$ cat config.mk
export PLATFORM = sky130hd
export DESIGN_NAME = slot_id_allocator_with_handle_table_unit
export DESIGN_NICKNAME = d
export VERILOG_FILES = /design/src/design/sia_pkg.sv /design/src/design/slot_id_allocator_with_handle_table_unit.sv /design/src/design/sia_free_stack.sv /design/src/design/sia_handle_tbl.sv
export SDC_FILE = /design/constraint.sdc
export NUM_CORES = 2
export LEC_CHECK = 0
export BUFFER_PORTS_ARGS = -buffer_cell sky130_fd_sc_hd__buf_4
export CAP_MARGIN = 10
export CORE_MARGIN = 2
export CORE_UTILIZATION = 35
export DETAILED_ROUTE_END_ITERATION = 8
export PLACE_DENSITY = 0.56
export SLEW_MARGIN = 20
export SYNTH_ARGS = -nofsm -noshare
export SYNTH_HDL_FRONTEND = slang
export SYNTH_MEMORY_MAX_BITS = 65536
export SYNTH_SLANG_ARGS = --single-unit
$ cat constraint.sdc
create_clock -name clk -period 9.1 [get_ports clk]
set_input_delay 0.91 -clock clk [delete_from_list [all_inputs] [get_ports clk]]
set_output_delay 0.91 -clock clk [all_outputs]
set_load 0.01 [all_outputs]
$ cat src/design/sia_pkg.sv
// shared types and constants for the slot id allocator
// command codes, sizes and the request structs passed between the top level and its memories
// no dependencies
`default_nettype none
package sia_pkg;

  localparam int NUM_SLOTS = 64;
  localparam int SLOT_W    = (NUM_SLOTS > 1) ? $clog2(NUM_SLOTS) : 1;
  localparam int COUNT_W   = $clog2(NUM_SLOTS + 1);

  localparam int IN_DATA_W  = 80;
  localparam int OUT_DATA_W = 80;

  localparam logic [1:0] CMD_ALLOCATE = 2'd0;
  localparam logic [1:0] CMD_FREE     = 2'd1;
  localparam logic [1:0] CMD_ASSIGN   = 2'd2;
  localparam logic [1:0] CMD_LOOKUP   = 2'd3;

  typedef struct packed {
    logic              pop;
    logic              push;
    logic [SLOT_W-1:0] slot;
  } stk_op_t;

  typedef struct packed {
    logic              we;
    logic [SLOT_W-1:0] addr;
    logic [31:0]       ops_ref;
    logic [31:0]       sock_ref;
  } tbl_wr_t;

endpackage
`default_nettype wire

$ cat src/design/slot_id_allocator_with_handle_table_unit.sv
// Slot id allocator with a handle table. The cycle a command word is accepted issues
// the reads of the free stack memory and the handle table memory; once the result
// register is empty or being read, a later cycle does the read-modify-write and loads
// the result register; only then is a new command taken (one result per command).
// A waiting result does not block the next command; the block only holds a finished
// command while the result register is still full. After reset the stack holds every
// slot with the highest on top and all handles are empty; this takes effect at once,
// with no clearing pass. Errors (nothing free, slot out of range, stack full on free,
// empty handle on lookup) return status 1 with the other fields zero.
// depends on sia_pkg, sia_free_stack, sia_handle_tbl
`default_nettype none
module slot_id_allocator_with_handle_table_unit
  import sia_pkg::*;
(
  input  wire logic                  clk,
  input  wire logic                  rst_n,
  input  wire logic                  in_tvalid,
  output logic                       in_tready,
  // command[1:0], slot[9:2], sock_ref[41:10], ops_ref[73:42], zero[79:74]
  input  wire logic [IN_DATA_W-1:0]  in_tdata,
  output logic                       out_tvalid,
  input  wire logic                  out_tready,
  // status[0], slot_out[8:1], sock_ref_out[40:9], ops_ref_out[72:41], zero[79:73]
  output logic      [OUT_DATA_W-1:0] out_tdata
);

  logic [1:0]   in_command;
  logic [7:0]   in_slot;
  logic [31:0]  in_sock_ref;
  logic [31:0]  in_ops_ref;
  logic         in_accept;

  logic         busy_r;
  logic [1:0]   cmd_r;
  logic [SLOT_W-1:0] slot_r;
  logic [31:0]  sock_r;
  logic [31:0]  ops_r;
  logic         range_ok_r;

  logic         out_valid_r;
  logic [OUT_DATA_W-1:0] out_data_r;
  logic [OUT_DATA_W-1:0] result;
  logic         exec;

  stk_op_t      stk_op;
  tbl_wr_t      tbl_wr;
  logic [COUNT_W-1:0] count;
  logic [SLOT_W-1:0]  top_slot;
  logic [31:0]  rd_sock;
  logic [31:0]  rd_ops;

  logic         status;
  logic [7:0]   slot_out;
  logic [31:0]  sock_out;
  logic [31:0]  ops_out;

  assign in_command  = in_tdata[1:0];
  assign in_slot     = in_tdata[9:2];
  assign in_sock_ref = in_tdata[41:10];
  assign in_ops_ref  = in_tdata[73:42];

  assign in_tready = !busy_r;
  assign in_accept = in_tvalid && in_tready;
  assign exec      = busy_r && (!out_valid_r || out_tready);

  always_ff @(posedge clk) begin
    if (!rst_n) begin
      busy_r <= 1'b0;
    end else if (in_accept) begin
      busy_r <= 1'b1;
    end else if (exec) begin
      busy_r <= 1'b0;
    end
  end

  always_ff @(posedge clk) begin
    if (in_accept) begin
      cmd_r      <= in_command;
      slot_r     <= in_slot[SLOT_W-1:0];
      sock_r     <= in_sock_ref;
      ops_r      <= in_ops_ref;
      range_ok_r <= ({1'b0, in_slot} < 9'(NUM_SLOTS));
    end
  end

  sia_free_stack u_stack (
    .clk      (clk),
    .rst_n    (rst_n),
    .rd_en    (in_accept),
    .op       (stk_op),
    .count    (count),
    .top_slot (top_slot)
  );

  sia_handle_tbl u_tbl (
    .clk      (clk),
    .rst_n    (rst_n),
    .rd_en    (in_accept),
    .rd_addr  (in_slot[SLOT_W-1:0]),
    .wr       (tbl_wr),
    .sock_ref (rd_sock),
    .ops_ref  (rd_ops)
  );

  always_comb begin
    status          = 1'b0;
    slot_out        = 8'd0;
    sock_out        = 32'd0;
    ops_out         = 32'd0;
    stk_op.pop      = 1'b0;
    stk_op.push     = 1'b0;
    stk_op.slot     = slot_r;
    tbl_wr.we       = 1'b0;
    tbl_wr.addr     = slot_r;
    tbl_wr.sock_ref = sock_r;
    tbl_wr.ops_ref  = ops_r;
    unique case (cmd_r)
      CMD_ALLOCATE: begin
        if (count == COUNT_W'(0)) begin
          status = 1'b1;
        end else begin
          slot_out   = 8'(top_slot);
          stk_op.pop = exec;
        end
      end
      CMD_FREE: begin
        if (!range_ok_r || count >= COUNT_W'(NUM_SLOTS)) begin
          status = 1'b1;
        end else begin
          stk_op.push     = exec;
          tbl_wr.we       = exec;
          tbl_wr.sock_ref = 32'd0;
          tbl_wr.ops_ref  = 32'd0;
        end
      end
      CMD_ASSIGN: begin
        if (!range_ok_r) begin
          status = 1'b1;
        end else begin
          tbl_wr.we = exec;
        end
      end
      CMD_LOOKUP: begin
        if (!range_ok_r || rd_sock == 32'd0 || rd_ops == 32'd0) begin
          status = 1'b1;
        end else begin
          sock_out = rd_sock;
          ops_out  = rd_ops;
        end
      end
      default: begin
        status = 1'b1;
      end
    endcase
  end

  assign result = {7'd0, ops_out, sock_out, slot_out, status};

  always_ff @(posedge clk) begin
    if (!rst_n) begin
      out_valid_r <= 1'b0;
    end else if (exec) begin
      out_valid_r <= 1'b1;
    end else if (out_tready) begin
      out_valid_r <= 1'b0;
    end
  end

  always_ff @(posedge clk) begin
    if (exec) begin
      out_data_r <= result;
    end
  end

  assign out_tvalid = out_valid_r;
  assign out_tdata  = out_data_r;

endmodule
`default_nettype wire

$ cat src/design/sia_free_stack.sv
// lifo stack of free slot numbers held in a synchronous memory, plus the fill count
// entries never written since reset read back as their own index
// depends on sia_pkg
`default_nettype none
module sia_free_stack
  import sia_pkg::*;
(
  input  wire logic               clk,
  input  wire logic               rst_n,
  input  wire logic               rd_en,
  input  wire stk_op_t            op,
  output logic      [COUNT_W-1:0] count,
  output logic      [SLOT_W-1:0]  top_slot
);

  logic [SLOT_W-1:0]  mem [NUM_SLOTS];
  logic [NUM_SLOTS-1:0] vld_r;
  logic [COUNT_W-1:0] count_r;
  logic [COUNT_W-1:0] count_nxt;
  logic [SLOT_W-1:0]  top_idx;
  logic [SLOT_W-1:0]  rdata_r;
  logic [SLOT_W-1:0]  raddr_r;
  logic               rvld_r;

  assign top_idx = count_r[SLOT_W-1:0] - SLOT_W'(1);

  always_comb begin
    count_nxt = count_r;
    if (op.pop) begin
      count_nxt = count_r - COUNT_W'(1);
    end else if (op.push) begin
      count_nxt = count_r + COUNT_W'(1);
    end
  end

  always_ff @(posedge clk) begin
    if (!rst_n) begin
      count_r <= COUNT_W'(NUM_SLOTS);
      vld_r   <= '0;
    end else begin
      count_r <= count_nxt;
      if (op.push) begin
        vld_r[count_r[SLOT_W-1:0]] <= 1'b1;
      end
    end
  end

  always_ff @(posedge clk) begin
    if (op.push) begin
      mem[count_r[SLOT_W-1:0]] <= op.slot;
    end
    if (rd_en) begin
      rdata_r <= mem[top_idx];
      raddr_r <= top_idx;
      rvld_r  <= vld_r[top_idx];
    end
  end

  assign count    = count_r;
  assign top_slot = rvld_r ? rdata_r : raddr_r;

endmodule
`default_nettype wire

$ cat src/design/sia_handle_tbl.sv
// per-slot handle table of two reference words in a synchronous memory
// entries never written since reset read as zero through a valid bit per entry
// depends on sia_pkg
`default_nettype none
module sia_handle_tbl
  import sia_pkg::*;
(
  input  wire logic              clk,
  input  wire logic              rst_n,
  input  wire logic              rd_en,
  input  wire logic [SLOT_W-1:0] rd_addr,
  input  wire tbl_wr_t           wr,
  output logic      [31:0]       sock_ref,
  output logic      [31:0]       ops_ref
);

  logic [63:0]          mem [NUM_SLOTS];
  logic [NUM_SLOTS-1:0] vld_r;
  logic [63:0]          rdata_r;
  logic                 rvld_r;

  always_ff @(posedge clk) begin
    if (!rst_n) begin
      vld_r <= '0;
    end else if (wr.we) begin
      vld_r[wr.addr] <= 1'b1;
    end
  end

  always_ff @(posedge clk) begin
    if (wr.we) begin
      mem[wr.addr] <= {wr.ops_ref, wr.sock_ref};
    end
    if (rd_en) begin
      rdata_r <= mem[rd_addr];
      rvld_r  <= vld_r[rd_addr];
    end
  end

  assign sock_ref = rvld_r ? rdata_r[31:0]  : 32'd0;
  assign ops_ref  = rvld_r ? rdata_r[63:32] : 32'd0;

endmodule
`default_nettype wire

Yosys cells after proc, flatten, opt, wreduce, memory -nomap -nowiden
Memory sizes are Yosys's and may differ from the RTL's. A register that Yosys moved wholly into a read port is not among the register bits. Cells that the tools add are included.

Reductions and logical operators: 20. Equal/unequal tests: 3. Bitwise logic cells: 4. Add/subtract/negate cells: 3. Multiplexer cells: 34. $lt $le $gt $ge: 8.

Operators by type and width (number): two-way mux 64 bit (2); bitwise OR 64 bit (2); zero test 32 bit (2); two-way mux 32 bit (2); < comparator 6 x 7 -> 1 bit (second input constant) (4); two-way mux 1 bit (21); two-way mux 7 bit (2); binary-select mux 1 bit (select 6 bit) (2); demux 1 bit (select 6 bit) (2); >= comparator 6 x 1 -> 1 bit (second input constant) (2); < comparator 8 x 7 -> 1 bit (second input constant) (1); adder 7 x 1 -> 7 bit (second input constant) (1); >= comparator 7 bit (second input constant) (1); zero test 7 bit (1); subtractor 7 x 1 -> 7 bit (second input constant) (1); two-way mux 6 bit (1); nonzero test 2 bit (3); subtractor 6 x 1 -> 6 bit (second input constant) (1); equality test 2 bit (second input constant) (2); logical AND 1 bit (4); logical OR 1 bit (4); case mux 1 bit (4 select lines) (1); OR reduction 2 bit (2); zero test 1 bit (3); other kinds (4) (5).

Output and inout port bits: 82. Bits of input ports: 84. Memories kept: 2. Bits in registers: 291. RAM bits: 4480. Logic and storage cells: 91.

Memories: u_tbl.mem (words 64, width 64, rd ports 1, clocked after Yosys merged registers in 1, wr ports 1, line sia_handle_tbl.sv:17) `logic [63:0] mem [NUM_SLOTS];`; u_stack.mem (words 64, width 6, rd ports 1, clocked after Yosys merged registers in 1, wr ports 1, line sia_free_stack.sv:16) `logic [SLOT_W-1:0] mem [NUM_SLOTS];`.

Longest topological paths before layout
Depth in word-level cells: 7. Gate-level depth with buffers: 17. Mapped depth without buffers: 12.

Modules after synthesis
A second synthesis with hierarchy kept.

Cell total of the unflattened synthesis: 8121. Area, all modules: 183837.6 um^2.

By module, submodules not included: sia_handle_tbl (cells an instance 6774, sequential area each 126231.1 um^2, instances 1, area each 159591.8 um^2); sia_free_stack (cells an instance 991, sequential area each 13342.8 um^2, instances 1, area each 18477.7 um^2); slot_id_allocator_with_handle_table_unit (cells an instance 356, sequential area each 4364.2 um^2, instances 1, area each 5768.0 um^2).

Least setup slack after synthesis
Ideal clock, no wire load.

Kind: input to register. Start point: input in_tvalid. End point: register cmd_r[0], enable pin. Library setup time: 0.682 ns. Stages on the path: 1. Setup slack: 0.978 ns. Path buffers: 0. Required time: 8.418 ns. Arrival: 7.441 ns. Cell sequence: nor2b_1.

Word-level cells in the longest chain between the ends: 1.

RTL lines: from (decl) (line slot_id_allocator_with_handle_table_unit.sv:17) `input wire logic in_tvalid,`; logical AND 1 bit (line slot_id_allocator_with_handle_table_unit.sv:63) `assign in_accept = in_tvalid && in_tready;`; to (signal assigned) (line slot_id_allocator_with_handle_table_unit.sv:78) `cmd_r <= in_command;`; to (decl) (line slot_id_allocator_with_handle_table_unit.sv:34) `logic [1:0] cmd_r;`.

No other way between the ends. A chain may end at the register's enable or synchronous reset.

Worst setup path after layout
Start point: register cmd_r[1]. End point: memory u_tbl.mem[32][52], enable pin.

Word-level cells in the longest chain between the ends: 4. Elaborated cells on any way between the ends: 5. Classes of those cells: eq/ne: 2; mux: 3.

RTL lines: equality test 2 bit or equality test 2 x 1 -> 1 bit (tied branches) (line slot_id_allocator_with_handle_table_unit.sv:117) `unique case (cmd_r)`; case mux 1 bit (2 select lines) (*) (line slot_id_allocator_with_handle_table_unit.sv:117); two-way mux 1 bit (*) (line sia_handle_tbl.sv:31) `if (wr.we) begin`; two-way mux 1 bit (not written as such) (*) (line sia_handle_tbl.sv:32) `mem[wr.addr] <= {wr.ops_ref, wr.sock_ref};`; to (decl) (line sia_handle_tbl.sv:17).

Every way passes the cells marked *; elsewhere a longest branch is shown, timed or not.

==> impl_metrics.json <==
{
  "status": "completed",
  "rsz0062_at_grt": "no",
  "worst-setup-path-type": "reg -> reg",
  "final_cell_mix": "4702 x edfxtp_1, 1363 x mux4_2, 474 x clkbuf_16",
  "fin_crit_sh": 0.503,
  "wirelength_um": 515000,
  "dp_hpwl_um": 275000,
  "worstPathRequired_ps": 9740,
  "whs_ps": 64.3,
  "core_mm2": 0.521,
  "slew_viol_final": 0,
  "clkTransAtPathRegs_ps": 60,
  "fin_util": 0.403,
  "rows": 265,
  "cts_made_buffers": 471,
  "wl_per_cell_um": 33.2,
  "hold_violations": 0,
  "seq_area_frac_synth": 0.786,
  "ff_latch_area_mm2": 0.144,
  "drt_pass1_iterations": 5,
  "die_x_um": 727,
  "htreeDepth": 5,
  "p_leak_nw": 64.6,
  "portBuffers": 150,
  "track_usage": 0.190,
  "start_util": 0.351,
  "clk_latency_ps": 1060,
  "ys_types": 50,
  "synth_edf_count": 4702,
  "cts_sinks": 4839,
  "cts_buffer_depth": 4,
  "drv_cap": 0,
  "worstMarginPinSlew_ps": 1340,
  "fin_nets": 8251,
  "multi_input_area_mm2": 0.0379,
  "clock_skew_ps": 91.8,
  "gp_congestion": 0.786,
  "fin_crit_ps": 4580,
  "finalNonFillerCells": 15498,
  "fmax_mhz": 218,
  "layout_commonest_cell": "edfxtp_1",
  "timing.setup.tns_ps": 0,
  "ys_warn_count": 0,
  "dp.cells": 14572,
  "die_area_mm2": 0.529,
  "crit_fanout": 23,
  "synth_area_mm2": 0.183,
  "grt_pass1_wl_um": 708000,
  "drc_errors": 0,
  "cts_setup_buffers": 0,
  "irDropWorstVdd_mv": 0.178,
  "max-slew-margin-rel": 0.106,
  "async_flop_share": 0,
  "clock-root-buffer": "clkbuf_16",
  "setup_viol": 0,
  "grt_max_degree": 101,
  "start_kind": "flop",
  "viasPerCell": 5.62,
  "area_delta_synth_final_pct": 14.7,
  "fill_cells": 45166,
  "drtIter0Drc": 11871,
  "pwr_density_cell_mw_per_mm2": 221,
  "worst_setup_path_end_kind": "flop",
  "antenna_found_initial": 31,
  "grt_pass1_vias": 87608,
  "grt-ovfl-total": 0,
  "num_vias": 87138,
  "crit_arrival_ps": 5220,
  "hp-class": "in -> reg",
  "yosys_register_bits": 4839,
  "ant_nets": 0,
  "synth_cells": 7678,
  "cts-resized-gates": 0,
  "avgSynthCellArea_um2": 23.8,
  "yosys_most_used_dff": "edfxtp_1",
  "die_y_um": 727,
  "pin_count": 166,
  "cts_tree": "built",
  "drive_gt1_frac": 0.301
}
-- logic make-up after synthesis --
kind of cell    synth area share
compound gates            0.0165
xor+xnor                0.000431
fa+ha+maj               0.000861
buf+inv                   0.0108
flops                      0.786
mux                        0.172
other cells            0.0000205
simple gates              0.0131
-- state kept, by name, indices dropped and copies added, names as in the netlist --
| name | flops |
|---|---|
| out_tvalid | 1 |
| u_stack.raddr_r | 6 |
| u_stack.rvld_r | 1 |
| cmd_r | 2 |
| busy_r | 1 |
| u_tbl.rdata_r | 64 |
| u_stack.mem | 384 |
| u_tbl.mem | 4096 |
| u_stack.count | 7 |
| sock_r | 32 |
| u_tbl.vld_r | 64 |
| u_stack.rdata_r | 6 |
| out_tdata | 71 |
| u_stack.vld_r | 64 |
| slot_r | 6 |
| ops_r | 32 |
| range_ok_r | 1 |
| u_tbl.rvld_r | 1 |
-- cells in the mapped netlist, types with 30 or more instances --
cell | n | area [um^2]
buf_1 | 44 | 165
and2_1 | 67 | 419
buf_2 | 141 | 706
o21a_1 | 129 | 968
clkbuf_1 | 210 | 788
o221ai_1 | 47 | 412
and3_1 | 64 | 400
edfxtp_1 | 4702 | 141000
a21oi_1 | 54 | 270
dfxtp_1 | 137 | 2740
mux2i_1 | 80 | 801
nor2_1 | 215 | 807
mux4_2 | 1363 | 30700
nand2_1 | 59 | 221
o22ai_1 | 133 | 832
nand3_1 | 30 | 150
-- layer usage --
layer / GRT usage / part of all wire / wire, um / vias up
li1: - / - / - / 34046
met1: 0.266 / 0.41 / 211000 / 48333
met2: 0.310 / 0.48 / 248000 / 4034
met3: 0.0325 / 0.082 / 42400 / 723
met4: 0.0494 / 0.026 / 13400 / 2
met5: 0 / 0.000023 / 12 / -
-- path summary, 6_finish.rpt --
path	start	end	slack [ps]	cells after the start
worst min register to register	u_stack.vld_r[1]	u_stack.vld_r[1]	460	1
worst max register to register	cmd_r[1]	u_tbl.mem[32][52]	4520	8
worst min-delay path	in_tdata[57]	ops_r[15]	60	1
worst max-delay path	cmd_r[1]	u_tbl.mem[32][52]	4520	8
-- where the power goes --
part	switching [W]	total (W)	leakage, nW	internal [W]
combinational	0.00136	0.00215	13.5	0.000794
clock	0.00851	0.0196	7.52	0.0111
sequential	0.000121	0.0247	43.5	0.0246
total	0.00999	0.0464	64.6	0.0365
-- area by class of cell --
class | count | area share
Clock inverter | 288 | 0.0141
Tap cell | 6942 | 0.0414
Timing Repair Buffer | 423 | 0.0191
Antenna cell | 5 | 0.0000596
Inverter | 13 | 0.000244
Clock buffer | 581 | 0.0588
Multi-Input combinational cell | 2407 | 0.181
Sequential cell | 4839 | 0.686
-- metrics by stage --
stage          instance area [um^2]  worst slack [ps]  power, W
6_report                     210000              4520    0.0464
5_1_grt                      210000              4360    0.0477
4_1_cts                      210000              4540    0.0468
3_5_place_dp                 194000              4280    0.0273
3_3_place_gp                 194000              4260    0.0273
2_1_floorplan                183000               978    0.0264
-- timing repair --
item,CTS,global route
setup endpoints to repair,0,0
endpoints found under the hold margin,48,0
hold buffers,48,0
-- worst max-delay path, cell delays in order (launching register included) --
cell and delay [ps]:
edfxtp_1 420, inv_1 120, ha_1 230, and3b_1 180, o2111ai_1 350, nor2_1 380
nand2_1 550, nor2_4 1080, buf_4 730
Note: power is estimated with default switching activity, not from simulation.
